==> src/sv/bkda_pkg.sv <==
`timescale 1ns / 1ps
`default_nettype none
package bkda_pkg;

    localparam int VW = 40;            // binary value and operand width
    localparam int FIELD_NIBBLES = 10; // nibbles that fit in a 40-bit field
    localparam int IDXW = 4;           // digit index width in the command
    localparam logic [3:0] BASE_MIN = 4'd2;
    localparam logic [3:0] BASE_MAX = 4'd10;

    localparam logic [2:0] OP_ADD     = 3'd0;
    localparam logic [2:0] OP_SUB     = 3'd1;
    localparam logic [2:0] OP_MUL     = 3'd2;
    localparam logic [2:0] OP_DIV     = 3'd3;
    localparam logic [2:0] OP_DIG2BIN = 3'd4;
    localparam logic [2:0] OP_BIN2DIG = 3'd5;
    localparam logic [2:0] OP_CONV    = 3'd6;
    localparam logic [2:0] OP_UNUSED  = 3'd7;

    localparam logic [1:0] ST_OK   = 2'd0;
    localparam logic [1:0] ST_DIVZ = 2'd1;
    localparam logic [1:0] ST_OVF  = 2'd2;
    localparam logic [1:0] ST_NEG  = 2'd3;

    localparam logic CFG_RADIX  = 1'b0;
    localparam logic CFG_TARGET = 1'b1;

    typedef enum logic [3:0] {
        CMD_IDLE,
        CMD_LOAD,
        CMD_POW,
        CMD_UNPACK,
        CMD_ADD,
        CMD_SUB,
        CMD_MUL,
        CMD_DIV,
        CMD_TAKE_VA,
        CMD_TAKE_A,
        CMD_CHECK,
        CMD_DIGIT,
        CMD_PUBLISH
    } cmd_t;

    typedef struct packed {
        cmd_t            cmd;
        logic [IDXW-1:0] idx;
    } ctrl_t;

    typedef struct packed {
        logic [2:0] op;
        logic       err;
        logic       ge;
    } stat_t;

    function automatic logic [3:0] clamp_base(input logic [3:0] r);
        logic [3:0] k;
        k = r;
        if (r < BASE_MIN)
            k = BASE_MIN;
        else if (r > BASE_MAX)
            k = BASE_MAX;
        return k;
    endfunction

endpackage
`default_nettype wire

==> src/sv/base_k_digit_arithmetic_unit.sv <==
// Radix-K digit arithmetic unit.
// Requests arrive on the s_axis channel: op, operand_a and operand_b packed in
// tdata. Results leave on the m_axis channel: result and status in tdata.
// The base registers (radix, target_radix) are written through cfg_we,
// cfg_index and cfg_data; the user must write them only while no request is
// in flight, as the block itself does not enforce this.
// One request is worked on at a time. It passes through CAP power steps, CAP
// unpack steps (skipped for binary-to-digits), then the add, subtract or
// pass-through operation, or a bit-serial multiply or divide (one bit per
// cycle), then a range check and a digit sweep, in which each digit is found
// by repeated subtraction of its power (digits-to-binary and the unused op
// skip both, and an error ends the sweep), and then a publish step. CAP is
// min(DIGITS, 10). The bit-serial multiply/divide loop and the digit sweep are
// the longest parts of a request. A new request is taken in the cycle after
// the previous result has been placed in the output register, even while that
// result still waits. If the receiver stalls, the next result waits in the
// controller until the output register is free. Reset returns the bases to 10
// and 2 and empties the output register.
`timescale 1ns / 1ps
`default_nettype none
module base_k_digit_arithmetic_unit
    import bkda_pkg::*;
#(
    parameter int DIGITS = 10
)
(
    input  wire logic        clk,
    input  wire logic        rst_n,
    input  wire logic        s_axis_tvalid,
    output logic             s_axis_tready,
    input  wire logic [87:0] s_axis_tdata,  // op[2:0], operand_a[42:3], operand_b[82:43]
    output logic             m_axis_tvalid,
    input  wire logic        m_axis_tready,
    output logic [47:0]      m_axis_tdata,  // result[39:0], status[41:40]
    input  wire logic        cfg_we,
    input  wire logic        cfg_index,
    input  wire logic [3:0]  cfg_data
);

    localparam int CAP = (DIGITS < FIELD_NIBBLES) ? DIGITS : FIELD_NIBBLES;

    ctrl_t         ctrl;
    stat_t         stat;
    logic [VW-1:0] result;
    logic [1:0]    status;

    bkda_controller #(.CAP(CAP)) u_ctrl (
        .clk       (clk),
        .rst_n     (rst_n),
        .in_valid  (s_axis_tvalid),
        .in_ready  (s_axis_tready),
        .out_valid (m_axis_tvalid),
        .out_ready (m_axis_tready),
        .stat      (stat),
        .ctrl      (ctrl)
    );

    bkda_datapath #(.CAP(CAP)) u_dp (
        .clk        (clk),
        .rst_n      (rst_n),
        .cfg_we     (cfg_we),
        .cfg_index  (cfg_index),
        .cfg_data   (cfg_data),
        .in_op      (s_axis_tdata[2:0]),
        .in_a       (s_axis_tdata[42:3]),
        .in_b       (s_axis_tdata[82:43]),
        .ctrl       (ctrl),
        .stat       (stat),
        .out_result (result),
        .out_status (status)
    );

    assign m_axis_tdata = {6'd0, status, result};

endmodule
`default_nettype wire

==> src/sv/bkda_datapath.sv <==
`timescale 1ns / 1ps
`default_nettype none
module bkda_datapath
    import bkda_pkg::*;
#(
    parameter int CAP = 10
)
(
    input  wire logic          clk,
    input  wire logic          rst_n,
    input  wire logic          cfg_we,
    input  wire logic          cfg_index,
    input  wire logic [3:0]    cfg_data,
    input  wire logic [2:0]    in_op,
    input  wire logic [VW-1:0] in_a,
    input  wire logic [VW-1:0] in_b,
    input  wire ctrl_t         ctrl,
    output stat_t              stat,
    output logic [VW-1:0]      out_result,
    output logic [1:0]         out_status
);

    localparam int IW = (CAP > 1) ? $clog2(CAP) : 1;

    logic [3:0]    radix_reg;
    logic [3:0]    target_reg;
    logic [2:0]    op_reg;
    logic [VW-1:0] a_reg;
    logic [VW-1:0] b_reg;
    logic [3:0]    k_reg;
    logic [3:0]    kp_reg;
    logic [VW-1:0] va_reg;
    logic [VW-1:0] vb_reg;
    logic [VW-1:0] val_reg;
    logic [VW-1:0] rem_reg;
    logic [VW-1:0] p_reg;
    logic [VW-1:0] res_reg;
    logic [3:0]    d_reg;
    logic [1:0]    err_reg;
    logic [VW-1:0] pow_reg [CAP];
    logic [VW-1:0] out_result_reg;
    logic [1:0]    out_status_reg;

    logic [VW-1:0] pow_sel;
    logic [VW-1:0] macc;
    logic [VW-1:0] r2;

    assign pow_sel = pow_reg[ctrl.idx[IW-1:0]];
    assign macc = {val_reg[VW-2:0], 1'b0} + (vb_reg[VW-1] ? va_reg : '0);
    assign r2 = {rem_reg[VW-2:0], va_reg[VW-1]};

    assign stat.op  = op_reg;
    assign stat.err = (err_reg != ST_OK);
    assign stat.ge  = (val_reg >= pow_sel);

    assign out_result = out_result_reg;
    assign out_status = out_status_reg;

    always_ff @(posedge clk or negedge rst_n)
    begin
        if (!rst_n)
        begin
            radix_reg  <= 4'd10;
            target_reg <= 4'd2;
        end
        else if (cfg_we)
        begin
            if (cfg_index == CFG_RADIX)
                radix_reg <= cfg_data;
            else
                target_reg <= cfg_data;
        end
    end

    always_ff @(posedge clk)
    begin
        case (ctrl.cmd)
            CMD_LOAD:
            begin
                op_reg  <= in_op;
                a_reg   <= in_a;
                b_reg   <= in_b;
                k_reg   <= clamp_base(radix_reg);
                kp_reg  <= (in_op == OP_CONV) ? clamp_base(target_reg)
                                              : clamp_base(radix_reg);
                va_reg  <= '0;
                vb_reg  <= '0;
                val_reg <= '0;
                rem_reg <= '0;
                p_reg   <= VW'(1);
                res_reg <= '0;
                d_reg   <= '0;
                err_reg <= ST_OK;
            end
            CMD_POW:
            begin
                pow_reg[ctrl.idx[IW-1:0]] <= p_reg;
                p_reg <= p_reg * VW'(kp_reg);
            end
            CMD_UNPACK:
            begin
                // Horner step, most significant digit first.
                va_reg <= va_reg * VW'(k_reg) + VW'(a_reg[4*CAP-1 -: 4]);
                vb_reg <= vb_reg * VW'(k_reg) + VW'(b_reg[4*CAP-1 -: 4]);
                a_reg  <= {a_reg[VW-5:0], 4'd0};
                b_reg  <= {b_reg[VW-5:0], 4'd0};
            end
            CMD_ADD:
                val_reg <= va_reg + vb_reg;
            CMD_SUB:
            begin
                if (vb_reg > va_reg)
                    err_reg <= ST_NEG;
                else
                    val_reg <= va_reg - vb_reg;
            end
            CMD_MUL:
            begin
                // The partial product only grows, so once past the limit it stays past.
                vb_reg <= {vb_reg[VW-2:0], 1'b0};
                if (err_reg == ST_OK)
                begin
                    if (macc >= p_reg)
                        err_reg <= ST_OVF;
                    else
                        val_reg <= macc;
                end
            end
            CMD_DIV:
            begin
                va_reg <= {va_reg[VW-2:0], 1'b0};
                if (vb_reg == '0)
                    err_reg <= ST_DIVZ;
                if (r2 >= vb_reg)
                begin
                    rem_reg <= r2 - vb_reg;
                    val_reg <= {val_reg[VW-2:0], 1'b1};
                end
                else
                begin
                    rem_reg <= r2;
                    val_reg <= {val_reg[VW-2:0], 1'b0};
                end
            end
            CMD_TAKE_VA:
                val_reg <= va_reg;
            CMD_TAKE_A:
                val_reg <= a_reg;
            CMD_CHECK:
            begin
                if (err_reg == ST_OK && val_reg >= p_reg)
                    err_reg <= ST_OVF;
            end
            CMD_DIGIT:
            begin
                if (val_reg >= pow_sel)
                begin
                    val_reg <= val_reg - pow_sel;
                    d_reg   <= d_reg + 4'd1;
                end
                else
                begin
                    res_reg <= {res_reg[VW-5:0], d_reg};
                    d_reg   <= '0;
                end
            end
            CMD_PUBLISH:
            begin
                if (err_reg != ST_OK)
                    out_result_reg <= '0;
                else if (op_reg == OP_DIG2BIN || op_reg == OP_UNUSED)
                    out_result_reg <= val_reg;
                else
                    out_result_reg <= res_reg;
                out_status_reg <= err_reg;
            end
            default:
            begin
            end
        endcase
    end

endmodule
`default_nettype wire

==> src/sv/bkda_controller.sv <==
`timescale 1ns / 1ps
`default_nettype none
module bkda_controller
    import bkda_pkg::*;
#(
    parameter int CAP = 10
)
(
    input  wire logic  clk,
    input  wire logic  rst_n,
    input  wire logic  in_valid,
    output logic       in_ready,
    output logic       out_valid,
    input  wire logic  out_ready,
    input  wire stat_t stat,
    output ctrl_t      ctrl
);

    localparam int STEPS = VW;
    localparam int CW = $clog2(STEPS);

    typedef enum logic [2:0] {
        S_IDLE,
        S_POW,
        S_UNPACK,
        S_EXEC,
        S_CHECK,
        S_DIGIT,
        S_FINISH
    } state_t;

    state_t        state_reg, state_next;
    logic [CW-1:0] cnt_reg, cnt_next;
    logic          out_valid_reg, out_valid_next;
    cmd_t          cmd;

    assign in_ready  = (state_reg == S_IDLE);
    assign out_valid = out_valid_reg;
    assign ctrl.cmd  = cmd;
    assign ctrl.idx  = cnt_reg[IDXW-1:0];

    always_comb
    begin
        state_next     = state_reg;
        cnt_next       = cnt_reg;
        out_valid_next = out_valid_reg && !out_ready;
        cmd            = CMD_IDLE;
        case (state_reg)
            S_IDLE:
            begin
                if (in_valid)
                begin
                    cmd        = CMD_LOAD;
                    cnt_next   = '0;
                    state_next = S_POW;
                end
            end
            S_POW:
            begin
                cmd = CMD_POW;
                if (cnt_reg == CW'(CAP - 1))
                begin
                    cnt_next   = '0;
                    state_next = (stat.op == OP_BIN2DIG) ? S_EXEC : S_UNPACK;
                end
                else
                    cnt_next = cnt_reg + CW'(1);
            end
            S_UNPACK:
            begin
                cmd = CMD_UNPACK;
                if (cnt_reg == CW'(CAP - 1))
                begin
                    cnt_next   = '0;
                    state_next = S_EXEC;
                end
                else
                    cnt_next = cnt_reg + CW'(1);
            end
            S_EXEC:
            begin
                case (stat.op)
                    OP_ADD:
                    begin
                        cmd        = CMD_ADD;
                        state_next = S_CHECK;
                    end
                    OP_SUB:
                    begin
                        cmd        = CMD_SUB;
                        state_next = S_CHECK;
                    end
                    OP_MUL, OP_DIV:
                    begin
                        cmd = (stat.op == OP_MUL) ? CMD_MUL : CMD_DIV;
                        if (cnt_reg == CW'(STEPS - 1))
                        begin
                            cnt_next   = '0;
                            state_next = S_CHECK;
                        end
                        else
                            cnt_next = cnt_reg + CW'(1);
                    end
                    OP_DIG2BIN:
                    begin
                        cmd        = CMD_TAKE_VA;
                        state_next = S_FINISH;
                    end
                    OP_BIN2DIG:
                    begin
                        cmd        = CMD_TAKE_A;
                        state_next = S_CHECK;
                    end
                    OP_CONV:
                    begin
                        cmd        = CMD_TAKE_VA;
                        state_next = S_CHECK;
                    end
                    default:
                        state_next = S_FINISH;
                endcase
            end
            S_CHECK:
            begin
                cmd        = CMD_CHECK;
                cnt_next   = CW'(CAP - 1);
                state_next = S_DIGIT;
            end
            S_DIGIT:
            begin
                if (stat.err)
                    state_next = S_FINISH;
                else
                begin
                    cmd = CMD_DIGIT;
                    if (!stat.ge)
                    begin
                        if (cnt_reg == '0)
                            state_next = S_FINISH;
                        else
                            cnt_next = cnt_reg - CW'(1);
                    end
                end
            end
            S_FINISH:
            begin
                // The output register is only overwritten once its result has gone.
                if (!out_valid_reg || out_ready)
                begin
                    cmd            = CMD_PUBLISH;
                    out_valid_next = 1'b1;
                    state_next     = S_IDLE;
                end
            end
            default:
                state_next = S_IDLE;
        endcase
    end

    always_ff @(posedge clk or negedge rst_n)
    begin
        if (!rst_n)
        begin
            state_reg     <= S_IDLE;
            cnt_reg       <= '0;
            out_valid_reg <= 1'b0;
        end
        else
        begin
            state_reg     <= state_next;
            cnt_reg       <= cnt_next;
            out_valid_reg <= out_valid_next;
        end
    end

    a_publish_free : assert property (@(posedge clk) disable iff (!rst_n)
        (cmd == CMD_PUBLISH) |-> (!out_valid_reg || out_ready))
        else $error("result published over one not yet taken");

    a_accept_starts : assert property (@(posedge clk) disable iff (!rst_n)
        (in_valid && in_ready) |=> (state_reg == S_POW && cnt_reg == '0))
        else $error("accepted request did not start the power sweep");

    a_publish_valid : assert property (@(posedge clk) disable iff (!rst_n)
        (cmd == CMD_PUBLISH) |=> (out_valid_reg && state_reg == S_IDLE))
        else $error("published result not presented");

    a_digit_range : assert property (@(posedge clk) disable iff (!rst_n)
        (state_reg == S_DIGIT || state_reg == S_POW) |-> (cnt_reg < CW'(CAP)))
        else $error("digit index beyond the digit count");

endmodule
`default_nettype wire
==> config.mk <==
export PLATFORM = sky130hd
export DESIGN_NAME = base_k_digit_arithmetic_unit
export DESIGN_NICKNAME = d
export VERILOG_FILES = /design/src/sv/bkda_pkg.sv /design/src/sv/base_k_digit_arithmetic_unit.sv /design/src/sv/bkda_datapath.sv /design/src/sv/bkda_controller.sv
export SDC_FILE = /design/constraint.sdc
export NUM_CORES = 2
export LEC_CHECK = 0
export ABC_CLOCK_PERIOD_IN_PS = 9900
export BUFFER_PORTS_ARGS = -buffer_cell sky130_fd_sc_hd__buf_2
export CAP_MARGIN = 10
export CORE_MARGIN = 2
export CORE_UTILIZATION = 35
export DETAILED_ROUTE_END_ITERATION = 8
export HOLD_SLACK_MARGIN = 0.05
export PLACE_DENSITY = 0.58
export SLEW_MARGIN = 30
export SYNTH_ARGS = -nofsm -noshare
export SYNTH_HDL_FRONTEND = slang
export SYNTH_SLANG_ARGS = --single-unit
==> constraint.sdc <==
create_clock -name clk -period 9.9 [get_ports clk]
set_clock_uncertainty 0.1 [all_clocks]
set_input_delay 2.97 -clock clk [delete_from_list [all_inputs] [get_ports clk]]
set_output_delay 2.97 -clock clk [all_outputs]
set_load 0.02 [all_outputs]
==> results.toml <==
[floorplanning]
pin_count = 148
core_region_area_um2 = 173000
floorplan.initialDensity = 0.351
die-height_um = 421
die_width_um = 421
floorplan.rows = 153
die-area_um2 = 177000

[setup_path]
worst-r2r-setup-slack_ps = 2720
worstPathArrival_ps = 7460
worstSetupStartpoint = "u_dp.vb_reg[39]"
critPathCaptureType = "register"
most_repeated_library_cell_on_the_critical_path = "sky130_fd_sc_hd__a31oi_1"
rr_startpoint = "u_dp.vb_reg[39]"
cp_slowest_stage_delay_ps = 760
critical_path_peak_fanout = 28
ff2ff_path_depth = 22
timing.critical_path.from_type = "register"
r2r_end = "u_dp.val_reg[2]"
timing.setup.critical_path_class = "register to register"
cell_by_cell_listing_of_the_critical_path = "buf_4 -> and2_1 -> ha_1 -> fa_1 -> a21o_1 -> nand3_1 -> a31oi_1 -> a41o_1 -> nand4_1 -> a31oi_1 -> a311oi_2 -> xnor2_1 -> ha_1 -> a21oi_1 -> o21ai_0 -> a31oi_1 -> nand4_1 -> o211a_1 -> nor3_1 -> a21oi_1 -> a211oi_4 -> buf_4"
worst-endpoint-required_ps = 10180
timing.critical_path.to = "u_dp.val_reg[2]"
critPathSlowestCell = "sky130_fd_sc_hd__a211oi_4"

[global_route]
grtUsageTotal = 0.212
grt_pass1_wl_um = 289000
grt_start_max_net_pins = 86
antenna_found_initial = 8
vias_in_the_first_global_route = 46600
gr-total-overflow = 0

[final_layout]
layout.nets = 6950
drive_gt1_frac = 0.0949
layout.filler_cells = 17200
number_of_flip_flops_under_the_largest_register_name = 400
syn2layout_area_growth_pct = 9.96

[synthesis]
synthTopCellsByArea = "sky130_fd_sc_hd__edfxtp_1 38%, sky130_fd_sc_hd__ha_1 9.9%, sky130_fd_sc_hd__fa_1 7.5%, sky130_fd_sc_hd__nand2_1 6.3%, sky130_fd_sc_hd__a21oi_1 3.7%"
synth_top_cell_by_area = "sky130_fd_sc_hd__edfxtp_1"
synth-edff-count = 778
ys_warn_count = 0
yosys_most_used_dff = "sky130_fd_sc_hd__edfxtp_1"
synth_top_area_frac = 0.383
synthArstFlopShare = 0.0226
synth.avg_cell_area_um2 = 9.95
synth.yosys.seq_area_share = 0.391
synthDistinctLibCells = 113
synthesis.area_um2 = 60900
synth-seq-cells = 796
postSynthCellCount = 6123

[cts]
clkSinkCount = 796
cts_h_tree_lvls = 3
worst_skew_pair.late_latency_ps = 740
cts_tree = "built"
clock_path_buffers = 3
cts.root.buffer_cell = "sky130_fd_sc_hd__clkbuf_16"
postCtsResizedCells = 0
ctsHoldBuffers = 0
post-cts-setup-buffer-count = 0
cts_buffers = 88
clk_pin_slew_ps = 60

[timing]
period_minus_slack_ps = 7180
hold_viol = 0
finalSetupViolCount = 0
worst-slew-pin-transition_ps = 1070
timing_max_transition_violations_final = 0
maxSlewHeadroom = 0.283
timing.setup.tns_ps = 0
max_freq_mhz = 139
period_share = 0.726
setup_repair_after_global_routing_missed_its_margin = "no"

[run]
max_cap_violations = 0

[routing]
finalWirelength_um = 193000
final_antenna_net_count = 0
detail_route.first_pass.iterations = 5
vias_per_cell = 5.56
detail_route.wl_per_cell_um = 22.6
remaining_drc_errors = 0
initialDrtViolationCount = 4206
detailroute.via_count = 47500

[worst_hold_path]
worst_min_delay_path_class = "register to register"
hp_start = "u_dp.b_reg[28]"

[placement]
globalplace.congestion = 0.956
port_buffers = 136
place_hpwl_um = 142000

[run_status]
status = "complete, no violations"
## cells in the mapped netlist, drive strengths merged (15+ instances only)
| cell | n |
|---|---|
| fa | 228 |
| mux4 | 80 |
| or2 | 22 |
| and3 | 54 |
| nor4 | 28 |
| a21o | 153 |
| and2 | 244 |
| a211oi | 40 |
| o31ai | 27 |
| buf | 71 |
| o21a | 40 |
| a211o | 17 |
| inv | 418 |
| edfxtp | 778 |
| a221oi | 29 |
| a221o | 25 |
| nand2b | 48 |
| clkbuf | 223 |
| or3 | 20 |
| o221ai | 17 |
| xnor2 | 119 |
| mux2 | 50 |
| o211ai | 34 |
| a21oi | 460 |
| o22ai | 48 |
| xor2 | 110 |
| nor2 | 300 |
| nor2b | 49 |
| o21ai | 287 |
| ha | 480 |
| mux2i | 68 |
| nand4 | 49 |
| a31oi | 51 |
| nand3 | 101 |
| o21bai | 37 |
| dfrtp | 15 |
| nor3 | 75 |
| nand2 | 1021 |
## placed cells by master (no fill, tap or decap), types with 16 or more instances in the layout
cell                        Yosys  layout
sky130_fd_sc_hd__clkbuf_16      0      89
sky130_fd_sc_hd__nand4_1       49      49
sky130_fd_sc_hd__a21o_1       153     153
sky130_fd_sc_hd__o21ai_0      234     234
sky130_fd_sc_hd__ha_1         480     480
sky130_fd_sc_hd__mux4_2        80      80
sky130_fd_sc_hd__a31oi_1       51      51
sky130_fd_sc_hd__nor2b_1       49      49
sky130_fd_sc_hd__and3_1        54      47
sky130_fd_sc_hd__buf_4         12      82
sky130_fd_sc_hd__nor4_1        26      25
sky130_fd_sc_hd__nand2_1     1021    1017
sky130_fd_sc_hd__o221ai_1      16      16
sky130_fd_sc_hd__nor2_1       299     296
sky130_fd_sc_hd__o22ai_1       48      48
sky130_fd_sc_hd__or2_2         16      16
sky130_fd_sc_hd__xnor2_1      119     119
sky130_fd_sc_hd__o31ai_1       25      24
sky130_fd_sc_hd__or3_1         19      19
sky130_fd_sc_hd__nand2b_1      48      47
sky130_fd_sc_hd__edfxtp_1     778     778
sky130_fd_sc_hd__a221oi_1      25      25
sky130_fd_sc_hd__a21oi_1      455     455
sky130_fd_sc_hd__xor2_1       110     110
sky130_fd_sc_hd__o21bai_1      37      37
sky130_fd_sc_hd__fa_1         228     228
sky130_fd_sc_hd__mux2i_1       68      68
sky130_fd_sc_hd__and2_1       244     239
sky130_fd_sc_hd__mux2_2        49      49
sky130_fd_sc_hd__a211oi_1      38      37
sky130_fd_sc_hd__nand3_1      101      98
sky130_fd_sc_hd__o21ai_1       50      50
sky130_fd_sc_hd__a211o_1       17      17
sky130_fd_sc_hd__buf_2         29     136
sky130_fd_sc_hd__nor3_1        73      71
sky130_fd_sc_hd__clkinv_2       0      21
sky130_fd_sc_hd__inv_1        411     411
sky130_fd_sc_hd__o211ai_1      33      33
sky130_fd_sc_hd__a221o_1       25      25
sky130_fd_sc_hd__o21a_1        40      40
## worst min-delay path by stage
stage                              end  cells after the start
finish                  u_dp.b_reg[32]                      2
global route            u_dp.b_reg[29]                      2
CTS                     u_dp.b_reg[24]                      2
detailed placement      u_dp.b_reg[24]                      2
global placement        u_dp.b_reg[11]                      2
floorplan           u_dp.out_status[1]                      0
## cell type report
type | count | area (um^2) | share of cell area
Tap cell | 2325 | 2910 | 0.0434
Multi-Input combinational cell | 4620 | 34500 | 0.515
Antenna cell | 2 | 5.00 | 0.0000747
Clock inverter | 58 | 577 | 0.00861
Timing Repair Buffer | 220 | 1330 | 0.0198
Inverter | 418 | 1570 | 0.0234
Clock buffer | 103 | 2280 | 0.0340
Sequential cell | 796 | 23800 | 0.356
## critical path: cells and delay by family (launching register included)
family                   cells  cell delay, ps
XOR/XNOR                     1             430
AO/OA/AOI/OAI               11            3140
buffers and inverters        2             850
AND/OR/NAND/NOR              5             790
adder cells (fa/ha/maj)      3             800
flip-flops                   1             690
## per-stage QoR
stage               hold WS [ps]  setup slack, ps  cell area [um^2]  cells  utilization
floorplan                    342             2090             61000   6128            -
global placement             389             2920             64100   8379        0.370
detailed placement           391             2890             64100   8379        0.370
CTS                          407             2850             67000   8540        0.386
global route                 423             2350             67000   8542        0.386
finish                       404             2720             67000   8542        0.386
## cell families (layout without fill, tap and decap cells)
logic type	count (synthesis)	after routing	synth area share
AO/OA/AOI/OAI	1416	1416	0.151
XOR/XNOR	229	229	0.0329
adder cells (fa/ha/maj)	708	708	0.173
buffers and inverters	712	799	0.0454
flip-flops	796	796	0.391
multiplexers	198	198	0.0500
other	1	8	0.0000615
AND/OR/NAND/NOR	2063	2063	0.157
## layer usage
metal,GRT usage,part of all wire,vias to the layer above
met5,0,0,-
met4,0.0875,0.044,0
met3,0.0272,0.059,299
met2,0.340,0.46,1484
met1,0.288,0.44,23700
li1,-,-,22000
Power is left out: the tool's default activity adds up to more than one toggle a clock period on the data nets, which glitch-free logic cannot reach.
